$ cat config.mk
export PLATFORM = sky130hd
export DESIGN_NAME = shared_buffer_multi_queue_unit
export DESIGN_NICKNAME = d
export VERILOG_FILES = /design/src/rtl/sbmq_pkg.sv /design/src/rtl/sbmq_ram.sv /design/src/rtl/shared_buffer_multi_queue_unit.sv
export VERILOG_INCLUDE_DIRS = /design/src /design/src/rtl
export SDC_FILE = /design/constraint.sdc
export NUM_CORES = 2
export LEC_CHECK = 0
export CAP_MARGIN = 40
export CORE_MARGIN = 3
export CORE_UTILIZATION = 35
export CTS_BUF_LIST = sky130_fd_sc_hd__clkbuf_8
export DETAILED_ROUTE_END_ITERATION = 16
export DONT_BUFFER_PORTS = 1
export PLACE_DENSITY = 0.46
export SLEW_MARGIN = 20
export SYNTH_ARGS = -nofsm -noshare
export SYNTH_HDL_FRONTEND = slang
export SYNTH_SLANG_ARGS = --single-unit
$ cat constraint.sdc
create_clock -name clock -period 10.5 [get_ports clock]
set_input_delay 1.575 -clock clock [delete_from_list [all_inputs] [get_ports clock]]
set_output_delay 1.575 -clock clock [all_outputs]
set_load 0.05 [all_outputs]
$ cat src/rtl/shared_buffer_multi_queue_unit_assert.svh
// assertion macros used by rtl/shared_buffer_multi_queue_unit.sv
`ifndef SHARED_BUFFER_MULTI_QUEUE_UNIT_ASSERT_SVH
`define SHARED_BUFFER_MULTI_QUEUE_UNIT_ASSERT_SVH

`ifndef ASSERT_OFF
// same-cycle implication, checked on every rising clock edge outside reset
`define SBMQ_ASSERT_SAME(lbl, clk, rst, ante, cons, msg) \
   lbl: assert property (@(posedge clk) disable iff (rst) (ante) |-> (cons)) else $error(msg);
// next-cycle implication
`define SBMQ_ASSERT_NEXT(lbl, clk, rst, ante, cons, msg) \
   lbl: assert property (@(posedge clk) disable iff (rst) (ante) |=> (cons)) else $error(msg);
`else
`define SBMQ_ASSERT_SAME(lbl, clk, rst, ante, cons, msg)
`define SBMQ_ASSERT_NEXT(lbl, clk, rst, ante, cons, msg)
`endif

`endif

$ cat src/rtl/sbmq_pkg.sv
package sbmq_pkg;

   // defaults for the top-level parameters
   localparam int SLOTS_DEFAULT  = 64;
   localparam int QUEUES_DEFAULT = 4;

   // field widths
   localparam int QSEL_W   = 2;
   localparam int VALUE_W  = 32;
   localparam int STATUS_W = 2;

   // stream packing
   localparam int REQ_TDATA_W = 40;
   localparam int QSEL_LSB    = 0;
   localparam int VALUE_LSB   = QSEL_LSB + QSEL_W;
   localparam int RSP_TDATA_W = VALUE_W;

   typedef enum logic {
      OP_ENQUEUE = 1'b0,
      OP_DEQUEUE = 1'b1
   } op_type;

   typedef enum logic [STATUS_W-1:0] {
      ST_DONE  = 2'd0,
      ST_FULL  = 2'd1,
      ST_EMPTY = 2'd2
   } status_type;

endpackage

$ cat src/rtl/sbmq_ram.sv
module sbmq_ram #(
   parameter int WIDTH  = 32,
   parameter int DEPTH  = 64,
   parameter int ADDR_W = (DEPTH > 1) ? $clog2(DEPTH) : 1
) (
   input  logic              clock,
   input  logic              wr_en,
   input  logic [ADDR_W-1:0] wr_addr,
   input  logic [WIDTH-1:0]  wr_data,
   input  logic              rd_en,
   input  logic [ADDR_W-1:0] rd_addr,
   output logic [WIDTH-1:0]  rd_data
);

   logic [WIDTH-1:0] mem [DEPTH];

   always_ff @(posedge clock) begin
      if (wr_en) begin
         mem[wr_addr] <= wr_data;
      end
   end

   // read data holds until the next read
   always_ff @(posedge clock) begin
      if (rd_en) begin
         rd_data <= mem[rd_addr];
      end
   end

endmodule

$ cat src/rtl/shared_buffer_multi_queue_unit.sv
// channel   dir  tdata                                   tuser
// req       in   queue_select [1:0], value [33:2], zeros  operation [0]
// rsp       out  data [31:0]                             status [1:0]
//
// each item reads the link and slot rams in its transfer cycle;
// the write-back after it writes them back and loads the result register
// the write-back depends on the registered ram read of the transfer cycle
// a stalled result holds the write-back cycle; a new item is taken as soon as
// the write-back is done, while the previous result may still wait on rsp
// reset is synchronous; the link ram needs no clearing pass since a fill count
// marks the slots never allocated, whose link is taken as slot i -> i + 1
`include "shared_buffer_multi_queue_unit_assert.svh"

module shared_buffer_multi_queue_unit #(
   parameter int SLOTS  = sbmq_pkg::SLOTS_DEFAULT,
   parameter int QUEUES = sbmq_pkg::QUEUES_DEFAULT
) (
   input  logic                               clock,
   input  logic                               reset,
   input  logic                               req_tvalid,
   output logic                               req_tready,
   // queue_select [1:0], value [33:2], zero fill [39:34]
   input  logic [sbmq_pkg::REQ_TDATA_W-1:0]   req_tdata,
   // operation [0]
   input  logic                               req_tuser,
   output logic                               rsp_tvalid,
   input  logic                               rsp_tready,
   // data [31:0]
   output logic [sbmq_pkg::RSP_TDATA_W-1:0]   rsp_tdata,
   // status [1:0]
   output logic [sbmq_pkg::STATUS_W-1:0]      rsp_tuser
);

   // pointer width holds the null code, which is SLOTS itself
   localparam int PTR_W  = $clog2(SLOTS + 1);
   localparam int ADDR_W = $clog2(SLOTS);
   localparam logic [PTR_W-1:0] NIL = PTR_W'(SLOTS);
   // only queues the select field can reach get registers
   localparam int QREG   = (QUEUES < (1 << sbmq_pkg::QSEL_W)) ? QUEUES
                                                              : (1 << sbmq_pkg::QSEL_W);
   localparam int QIDX_W = (QREG > 1) ? $clog2(QREG) : 1;

   // queue pointers and free list
   logic [PTR_W-1:0] head_ff [QREG];
   logic [PTR_W-1:0] head_in [QREG];
   logic [PTR_W-1:0] tail_ff [QREG];
   logic [PTR_W-1:0] tail_in [QREG];
   logic [PTR_W-1:0] free_head_ff, free_head_in;
   // slots at or above the fill count were never allocated
   logic [PTR_W-1:0] fill_ff, fill_in;

   // item in write-back
   logic                               busy_ff, busy_in;
   sbmq_pkg::op_type                   op_ff;
   logic                               ok_ff;
   logic [QIDX_W-1:0]                  qi_ff;
   logic signed [sbmq_pkg::VALUE_W-1:0] value_ff;

   // result register
   logic                                rsp_valid_ff, rsp_valid_in;
   logic signed [sbmq_pkg::VALUE_W-1:0] rsp_data_ff, rsp_data_in;
   sbmq_pkg::status_type                rsp_status_ff, rsp_status_in;

   // transfer side decode
   logic                                req_fire;
   sbmq_pkg::op_type                    req_op;
   logic [sbmq_pkg::QSEL_W-1:0]         req_q;
   logic signed [sbmq_pkg::VALUE_W-1:0] req_value;
   logic [QIDX_W-1:0]                   req_qi;
   logic                                q_valid;
   logic [PTR_W-1:0]                    sel_head;
   logic                                req_ok;

   // ram ports
   logic                         link_we;
   logic [ADDR_W-1:0]            link_wa;
   logic [PTR_W-1:0]             link_wd;
   logic [ADDR_W-1:0]            link_ra;
   logic [PTR_W-1:0]             link_rd;
   logic                         data_we;
   logic [ADDR_W-1:0]            data_wa;
   logic [ADDR_W-1:0]            data_ra;
   logic [sbmq_pkg::VALUE_W-1:0] data_rd;

   // write-back side
   logic             done;
   logic [PTR_W-1:0] cur_head;
   logic [PTR_W-1:0] cur_tail;

   assign req_tready = !busy_ff;
   assign req_fire   = req_tvalid && req_tready;
   assign req_op     = sbmq_pkg::op_type'(req_tuser);
   assign req_q      = req_tdata[sbmq_pkg::QSEL_LSB +: sbmq_pkg::QSEL_W];
   assign req_value  = signed'(req_tdata[sbmq_pkg::VALUE_LSB +: sbmq_pkg::VALUE_W]);
   assign req_qi     = QIDX_W'(req_q);
   assign q_valid    = (32'(req_q) < QUEUES);
   assign sel_head   = q_valid ? head_ff[req_qi] : NIL;

   // a nonexistent queue reports full on enqueue and empty on dequeue
   always_comb begin
      if (req_op == sbmq_pkg::OP_ENQUEUE) begin
         req_ok  = q_valid && (free_head_ff < NIL);
         link_ra = ADDR_W'(free_head_ff);
      end else begin
         req_ok  = q_valid && (sel_head < NIL);
         link_ra = ADDR_W'(sel_head);
      end
   end
   assign data_ra = ADDR_W'(sel_head);

   // write-back waits while the result register is occupied and not being taken
   assign done     = busy_ff && (!rsp_valid_ff || rsp_tready);
   assign cur_head = head_ff[qi_ff];
   assign cur_tail = tail_ff[qi_ff];
   assign busy_in  = req_fire || (busy_ff && !done);

   always_comb begin
      head_in       = head_ff;
      tail_in       = tail_ff;
      free_head_in  = free_head_ff;
      fill_in       = fill_ff;
      link_we       = 1'b0;
      link_wa       = ADDR_W'(free_head_ff);
      link_wd       = free_head_ff;
      data_we       = 1'b0;
      data_wa       = ADDR_W'(free_head_ff);
      rsp_valid_in  = rsp_valid_ff && !rsp_tready;
      rsp_data_in   = rsp_data_ff;
      rsp_status_in = rsp_status_ff;
      if (done) begin
         rsp_valid_in = 1'b1;
         rsp_data_in  = '0;
         if (op_ff == sbmq_pkg::OP_ENQUEUE) begin
            rsp_status_in = ok_ff ? sbmq_pkg::ST_DONE : sbmq_pkg::ST_FULL;
            if (ok_ff) begin
               data_we = 1'b1;
               // append after the tail, or start an empty queue
               if (cur_head < NIL) begin
                  link_we = 1'b1;
                  link_wa = ADDR_W'(cur_tail);
                  link_wd = free_head_ff;
               end else begin
                  head_in[qi_ff] = free_head_ff;
               end
               tail_in[qi_ff] = free_head_ff;
               // a fresh slot still links to its successor, the last one to null
               if (free_head_ff == fill_ff) begin
                  free_head_in = free_head_ff + PTR_W'(1);
                  fill_in      = fill_ff + PTR_W'(1);
               end else begin
                  free_head_in = link_rd;
               end
            end
         end else begin
            rsp_status_in = ok_ff ? sbmq_pkg::ST_DONE : sbmq_pkg::ST_EMPTY;
            if (ok_ff) begin
               rsp_data_in = signed'(data_rd);
               // the tail slot is the end of the queue's list
               head_in[qi_ff] = (cur_head == cur_tail) ? NIL : link_rd;
               link_we        = 1'b1;
               link_wa        = ADDR_W'(cur_head);
               link_wd        = free_head_ff;
               free_head_in   = cur_head;
            end
         end
      end
   end

   always_ff @(posedge clock) begin
      if (reset) begin
         busy_ff      <= 1'b0;
         rsp_valid_ff <= 1'b0;
         free_head_ff <= '0;
         fill_ff      <= '0;
         for (int i = 0; i < QREG; i++) begin
            head_ff[i] <= NIL;
            tail_ff[i] <= NIL;
         end
      end else begin
         busy_ff      <= busy_in;
         rsp_valid_ff <= rsp_valid_in;
         free_head_ff <= free_head_in;
         fill_ff      <= fill_in;
         head_ff      <= head_in;
         tail_ff      <= tail_in;
      end
   end

   always_ff @(posedge clock) begin
      if (req_fire) begin
         op_ff    <= req_op;
         ok_ff    <= req_ok;
         qi_ff    <= req_qi;
         value_ff <= req_value;
      end
      rsp_data_ff   <= rsp_data_in;
      rsp_status_ff <= rsp_status_in;
   end

   // next-slot links, null coded as SLOTS
   sbmq_ram #(
      .WIDTH (PTR_W),
      .DEPTH (SLOTS)
   ) u_link_ram (
      .clock   (clock),
      .wr_en   (link_we),
      .wr_addr (link_wa),
      .wr_data (link_wd),
      .rd_en   (req_fire),
      .rd_addr (link_ra),
      .rd_data (link_rd)
   );

   // slot payload words
   sbmq_ram #(
      .WIDTH (sbmq_pkg::VALUE_W),
      .DEPTH (SLOTS)
   ) u_data_ram (
      .clock   (clock),
      .wr_en   (data_we),
      .wr_addr (data_wa),
      .wr_data (value_ff),
      .rd_en   (req_fire),
      .rd_addr (data_ra),
      .rd_data (data_rd)
   );

   assign rsp_tvalid = rsp_valid_ff;
   assign rsp_tdata  = rsp_data_ff;
   assign rsp_tuser  = rsp_status_ff;

   `SBMQ_ASSERT_SAME(a_free_below_fill, clock, reset, 1'b1, (free_head_ff <= fill_ff) && (fill_ff <= NIL), "free list head beyond fill count")
   `SBMQ_ASSERT_SAME(a_no_write_on_read, clock, reset, link_we || data_we, !req_fire, "ram write in a transfer cycle")
   `SBMQ_ASSERT_NEXT(a_fire_busy, clock, reset, req_fire, busy_ff && !req_tready, "item not held for write-back")
   `SBMQ_ASSERT_NEXT(a_alloc_moves, clock, reset, done && ok_ff && (op_ff == sbmq_pkg::OP_ENQUEUE), free_head_ff != $past(free_head_ff), "free list head did not advance")

endmodule

======== Yosys cells after proc, flatten, opt, wreduce, memory -nomap -nowiden ========
Memories as Yosys holds them, arrays and structs flattened. A register that Yosys moved wholly into a read port is not among the register bits.
Index checks and enable logic that the tools add are counted.
storage, ports and cells
  ROM bits ................................ 0
  input bits .............................. 45
  memory bits (writable) .................. 2496
  logic and storage cells ................. 95
  flip-flop bits (word level) ............. 142
  memories ................................ 2
  latch bits .............................. 0
  output and inout port bits .............. 36
cells by class
  div/mod/pow operators ................... 0
  shift operators ......................... 0
  bitwise gates (word level) .............. 3
  equality and inequality tests ........... 3
  muxes and demuxes ....................... 45
  $lt $le $gt $ge ......................... 6
  add/subtract/negate cells ............... 2
  multiply operators ...................... 0
  reductions and logical operators ........ 16
memory list
  memory          depth  bits a word  rd ports  clocked after memory_dff  write ports  RTL line        text
  u_data_ram.mem  64     32           1         1                         1            sbmq_ram.sv:15  logic [WIDTH-1:0] mem [DEPTH];
  u_link_ram.mem  64     7            1         1                         1            sbmq_ram.sv:15
operator list
  operator             number
  $mux 28              4
  $bwmux 28            3
  $mux 7               12
  $bmux 7 s2           3
  $mux 6               6
  $lt 7x7->1 const B   3
  $add 7x1->7 const B  2
  $demux 7 s2          1
  $eq 7x7->1           2
  $mux 1               14
  $ge 3x3->1 const B   2
  $not 2->3            2
  $reduce_and 3->1     2
  $logic_and 1x1->1    5
  $logic_not 1->1      4
  $mux 2               2
  $reduce_and 2->1     2
  $reduce_and 4->1     1
  $lt 3x1->1 const B   1
  $logic_or 1x1->1     2
  $ne 2x2->1 const B   1
  $not 1->1            1

======== Longest topological paths before layout ========
  word-level depth ........................ 11
  mapped depth ............................ 12
  depth with buffers taken out ............ 7

======== Cells and area by module ========
A second synthesis with hierarchy kept.
second synthesis, totals
  cells, all modules ...................... 4659
  area, all modules ....................... 102803.6 µm²
modules (own cells, without submodules)
  module                          cells each  seq. area each (µm²)  instances  area each (µm²)
  sbmq_ram (u_data_ram)           3324        62459.9               1          78835.6
  sbmq_ram (u_link_ram)           827         13663.1               1          17705.7
  shared_buffer_multi_queue_unit  508         3543.4                1          6262.3

======== Least setup slack after synthesis ========
No wires, ideal clock.
  kind .................................... input to register
  start point ............................. input rsp_tready
  end point ............................... memory u_data_ram.mem[48][0], enable pin
  data required time ...................... 9997 ps
  setup slack ............................. 4365 ps
  stages .................................. 6
  library setup time ...................... 503 ps
  arrival ................................. 5633 ps
  buffers on the path ..................... 1
  cell sequence ........................... nand2b_1 > nand3_1 > clkbuf_1 > nor2_1 > nand4b_1 > nor4_1
between the ends
  word-level cells in the longest chain between the ends .. 5
ends and longest elaborated chain
  item                          RTL line                               text
  from (decl)                   shared_buffer_multi_queue_unit.sv:27   input logic rsp_tready,
  $logic_or 1x1->1              shared_buffer_multi_queue_unit.sv:112  assign done = busy_ff && (!rsp_valid_ff || rsp_tready);
  $logic_and 1x1->1             shared_buffer_multi_queue_unit.sv:112
  $mux 1                        shared_buffer_multi_queue_unit.sv:130  if (done) begin
  $mux 1                        sbmq_ram.sv:18                         if (wr_en) begin
  $mux 1 (implied by the code)  sbmq_ram.sv:19                         mem[wr_addr] <= wr_data;
  to (decl)                     sbmq_ram.sv:15
Every way passes these cells.

======== Worst setup path in the final report ========
  start point ............................. input req_tdata[0] in the netlist's numbering
  end point ............................... register u_data_ram.rd_data[27] (read register of u_data_ram.mem), data pin
between the ends
  word-level cells in the longest chain between the ends .. 4
ends and longest elaborated chain
  item                                        RTL line                              text
  from (decl)                                 shared_buffer_multi_queue_unit.sv:23  input logic [sbmq_pkg::REQ_TDATA_W-1:0] req_tdata,
  $not 2->3 (implied by the code)             shared_buffer_multi_queue_unit.sv:97  assign sel_head = q_valid ? head_ff[req_qi] : NIL;
  $bmux 7 s2                                  shared_buffer_multi_queue_unit.sv:97
  $mux 7 (implied by the code) (2 in series)  shared_buffer_multi_queue_unit.sv:97
  to (decl)                                   sbmq_ram.sv:12                        output logic [WIDTH-1:0] rd_data
Every way passes these cells. The select of a mux whose other input is x is not followed.
A chain may end at the register's enable or synchronous reset.

==> metrics <==
status finished, final reports clean; Netlist cell types 64; fmax 0.212 GHz; total global routing overflow 0; metal2 WL 137 mm; Tot Pwr 21.2 mW; asr flop ratio synth 0%; NumNets Final 5261; Post-Place Setup Slack 4.58 ns; I/O Pins 81; post-route DRC violation count 0; worst skew pair latency 1.08 ns; fillers 26000; TritonCTS clock tree yes; DRT met1 WL 118 mm; via count 49900; Hold Path Class reg2reg; Ys Warns 0; HPWL Detailed 149 mm; Worst Min Path Start tail_ff[5]$_SDFFE_PP0P_; Detail Route Antenna Nets 0; final hold violations 0; largest net degree at the start of global routing 116; count of input and output buffers 0; drt pass-1 iters 5; area post-placement 0.109 mm^2; most common cell in the netlist edfxtp_1; Rel. slew slack 37.4%; Final min period 4.72 ns; Leak 38.1 nW; Clock Sinks 2677; GPL Wtd Cong 0.780; largest fanout on the critical path 75; Synth Cell Area 0.103 mm^2; Commonest cells post-synth edfxtp_1, mux4_2, mux2i_1; Crit Path Class in2reg; Starting Density 35.3%; first-pass GRT wire length 393 mm; CP Launch Point req_tdata[0]; number of synthesized register bits 2677; die area 0.301 mm^2; core area 0.292 mm^2; post-synthesis sequential area ratio 77.3%; Post-Syn Instances 4845; Die W 549 um; Final setup viols 0; Syn Nets 4892; Clock transition at path regs 0.06 ns; Worst setup EP type flop; GR Util All Layers 18.1%; cell area after layout 0.117 mm^2; max-slew violation total from the final report 0; Worst EP arrival 5.50 ns; DIE HEIGHT 549 um; initial antenna violation count 10; leading post-synthesis cells by cell area edfxtp_1, mux4_2, mux2i_1, dfxtp_1, a22oi_1; Area Overhead vs Synth 13.8%; max cap viols 0; row count 198; Final Cycle Share 44.9%; number of synthesized flops with an enable pin 2605; post-synth top area share 75.9%; fraction of layout cells with a size suffix above 1 25.6%; routed wl met3 14.7 mm; CTS root buffer clkbuf_8; area leader, netlist edfxtp_1; syn avg cell area 21.3 um^2; Worst Tran Pin Value 0.939 ns; top layer reached by signal wires met5; htree depth 5; Post-Route WL 276 mm; Routed WL per cell 29.1 um; vias per cell 5.26; CP Data Required Time 11.28 ns; R2R Path Start free_head_ff[0]$_SDFFE_PP0P_; post-route clock skew 0.111 ns; Peak supply drop 96.8 uV; RSZ-0062 raised after global routing no; Startpoint Class primary input; Longest Clk Path Bufs 4; Main synth FF type edfxtp_1; setup bufs post-CTS 0; CTS Buf Count 451; initial drt markers 4251; CTS Hold Bufs 0; vias in the first global route 52200; Setup TNS 0 ns; setup ws final 5.78 ns; Post-CTS Resized 0; P per Cell Area 180 mW/mm^2; post-layout util 40.2%
-- registers in the layout, summed over array words and instances, names as in the netlist, 2 cells and up --
signal              flops
u_data_ram.mem       2048
u_link_ram.mem        448
rsp_tdata              32
u_data_ram.rd_data     32
value_ff               32
head_ff                28
tail_ff                28
fill_ff                 7
free_head_ff            7
u_link_ram.rd_data      7
qi_ff                   2
rsp_tuser               2
-- cell usage in the layout, fill, tap and decap left out, types with 10 or more instances in the layout --
cell type,count
a211o_1,13
a211oi_1,29
a21oi_1,59
a22oi_1,161
a31oi_1,10
and3_1,38
buf_12,17
buf_4,161
clkbuf_8,457
clkinv_1,127
clkinv_2,34
dfxtp_1,65
diode_2,15
edfxtp_1,2605
inv_1,162
mux2i_1,257
mux4_2,605
nand2_1,144
nand2b_1,11
nand3_1,41
nand4_1,11
nor2_1,137
nor2_4,63
nor2b_1,15
nor3_1,11
o21ai_0,139
xor2_1,14
-- report_power, final --
part | internal (mW) | switching (mW) | leakage, nW | total [mW]
clock | 4.28 | 4.22 | 4.73 | 8.50
combinational | 0.253 | 0.563 | 8.97 | 0.816
sequential | 11.8 | 0.0622 | 24.4 | 11.9
total | 16.3 | 4.84 | 38.1 | 21.2
-- layer usage --
layer / global-route usage (%) / vias to the layer above
met1: 24.6 / 26900
met3: 2.92 / 411
met5: 0 / -
li1: - / 21100
met4: 4.51 / 4
met2: 30.5 / 1414
-- kinds of logic after synthesis --
family | count (synthesis) | synth area share [%]
AND/OR/NAND/NOR | 512 | 2.22
AO/OA/AOI/OAI | 467 | 2.98
flip-flops | 2677 | 77.3
buffers and inverters | 285 | 1.24
XOR/XNOR | 21 | 0.179
multiplexers | 881 | 16.0
adder cells (fa/ha/maj) | 2 | 0.0243
-- path summary, 6_finish.rpt --
path | to | slack, ns | depth (start not counted)
max | u_data_ram.rd_data[27]$_DFFE_PP_ | 5.78 | 8
min | tail_ff[5]$_SDFFE_PP0P_ | 0.45 | 2
max reg2reg | u_link_ram.rd_data[5]$_DFFE_PP_ | 5.97 | 7
min reg2reg | tail_ff[5]$_SDFFE_PP0P_ | 0.45 | 2
-- critical path: stages --
cell	delay, ns
mux4_4	0.74
buf_12	0.50
buf_4	0.70
mux4_2	0.58
a22oi_1	0.18
o21ai_0	0.18
mux2i_1	0.55
mux2i_1	0.20
-- metrics by stage --
stage | hold WS, ns | std cells
floorplan | 0.433 | 4845
global placement | 0.443 | 8628
detailed placement | 0.444 | 8647
CTS | 0.451 | 9453
global route | 0.474 | 9471
finish | 0.453 | 9482
-- cell type report --
cell class / count / area, um^2 / area share [%]
antenna: 15 / 37.5 / 0.0320
clock buffer: 457 / 6290 / 5.36
clock inverter: 349 / 1830 / 1.56
inverter: 7 / 26.3 / 0.0224
multi-input combinational: 1883 / 22700 / 19.3
sequential: 2677 / 79700 / 67.9
tap: 3900 / 4880 / 4.16
timing repair buffer: 194 / 1860 / 1.59
Note: power is estimated with default switching activity, not from simulation.
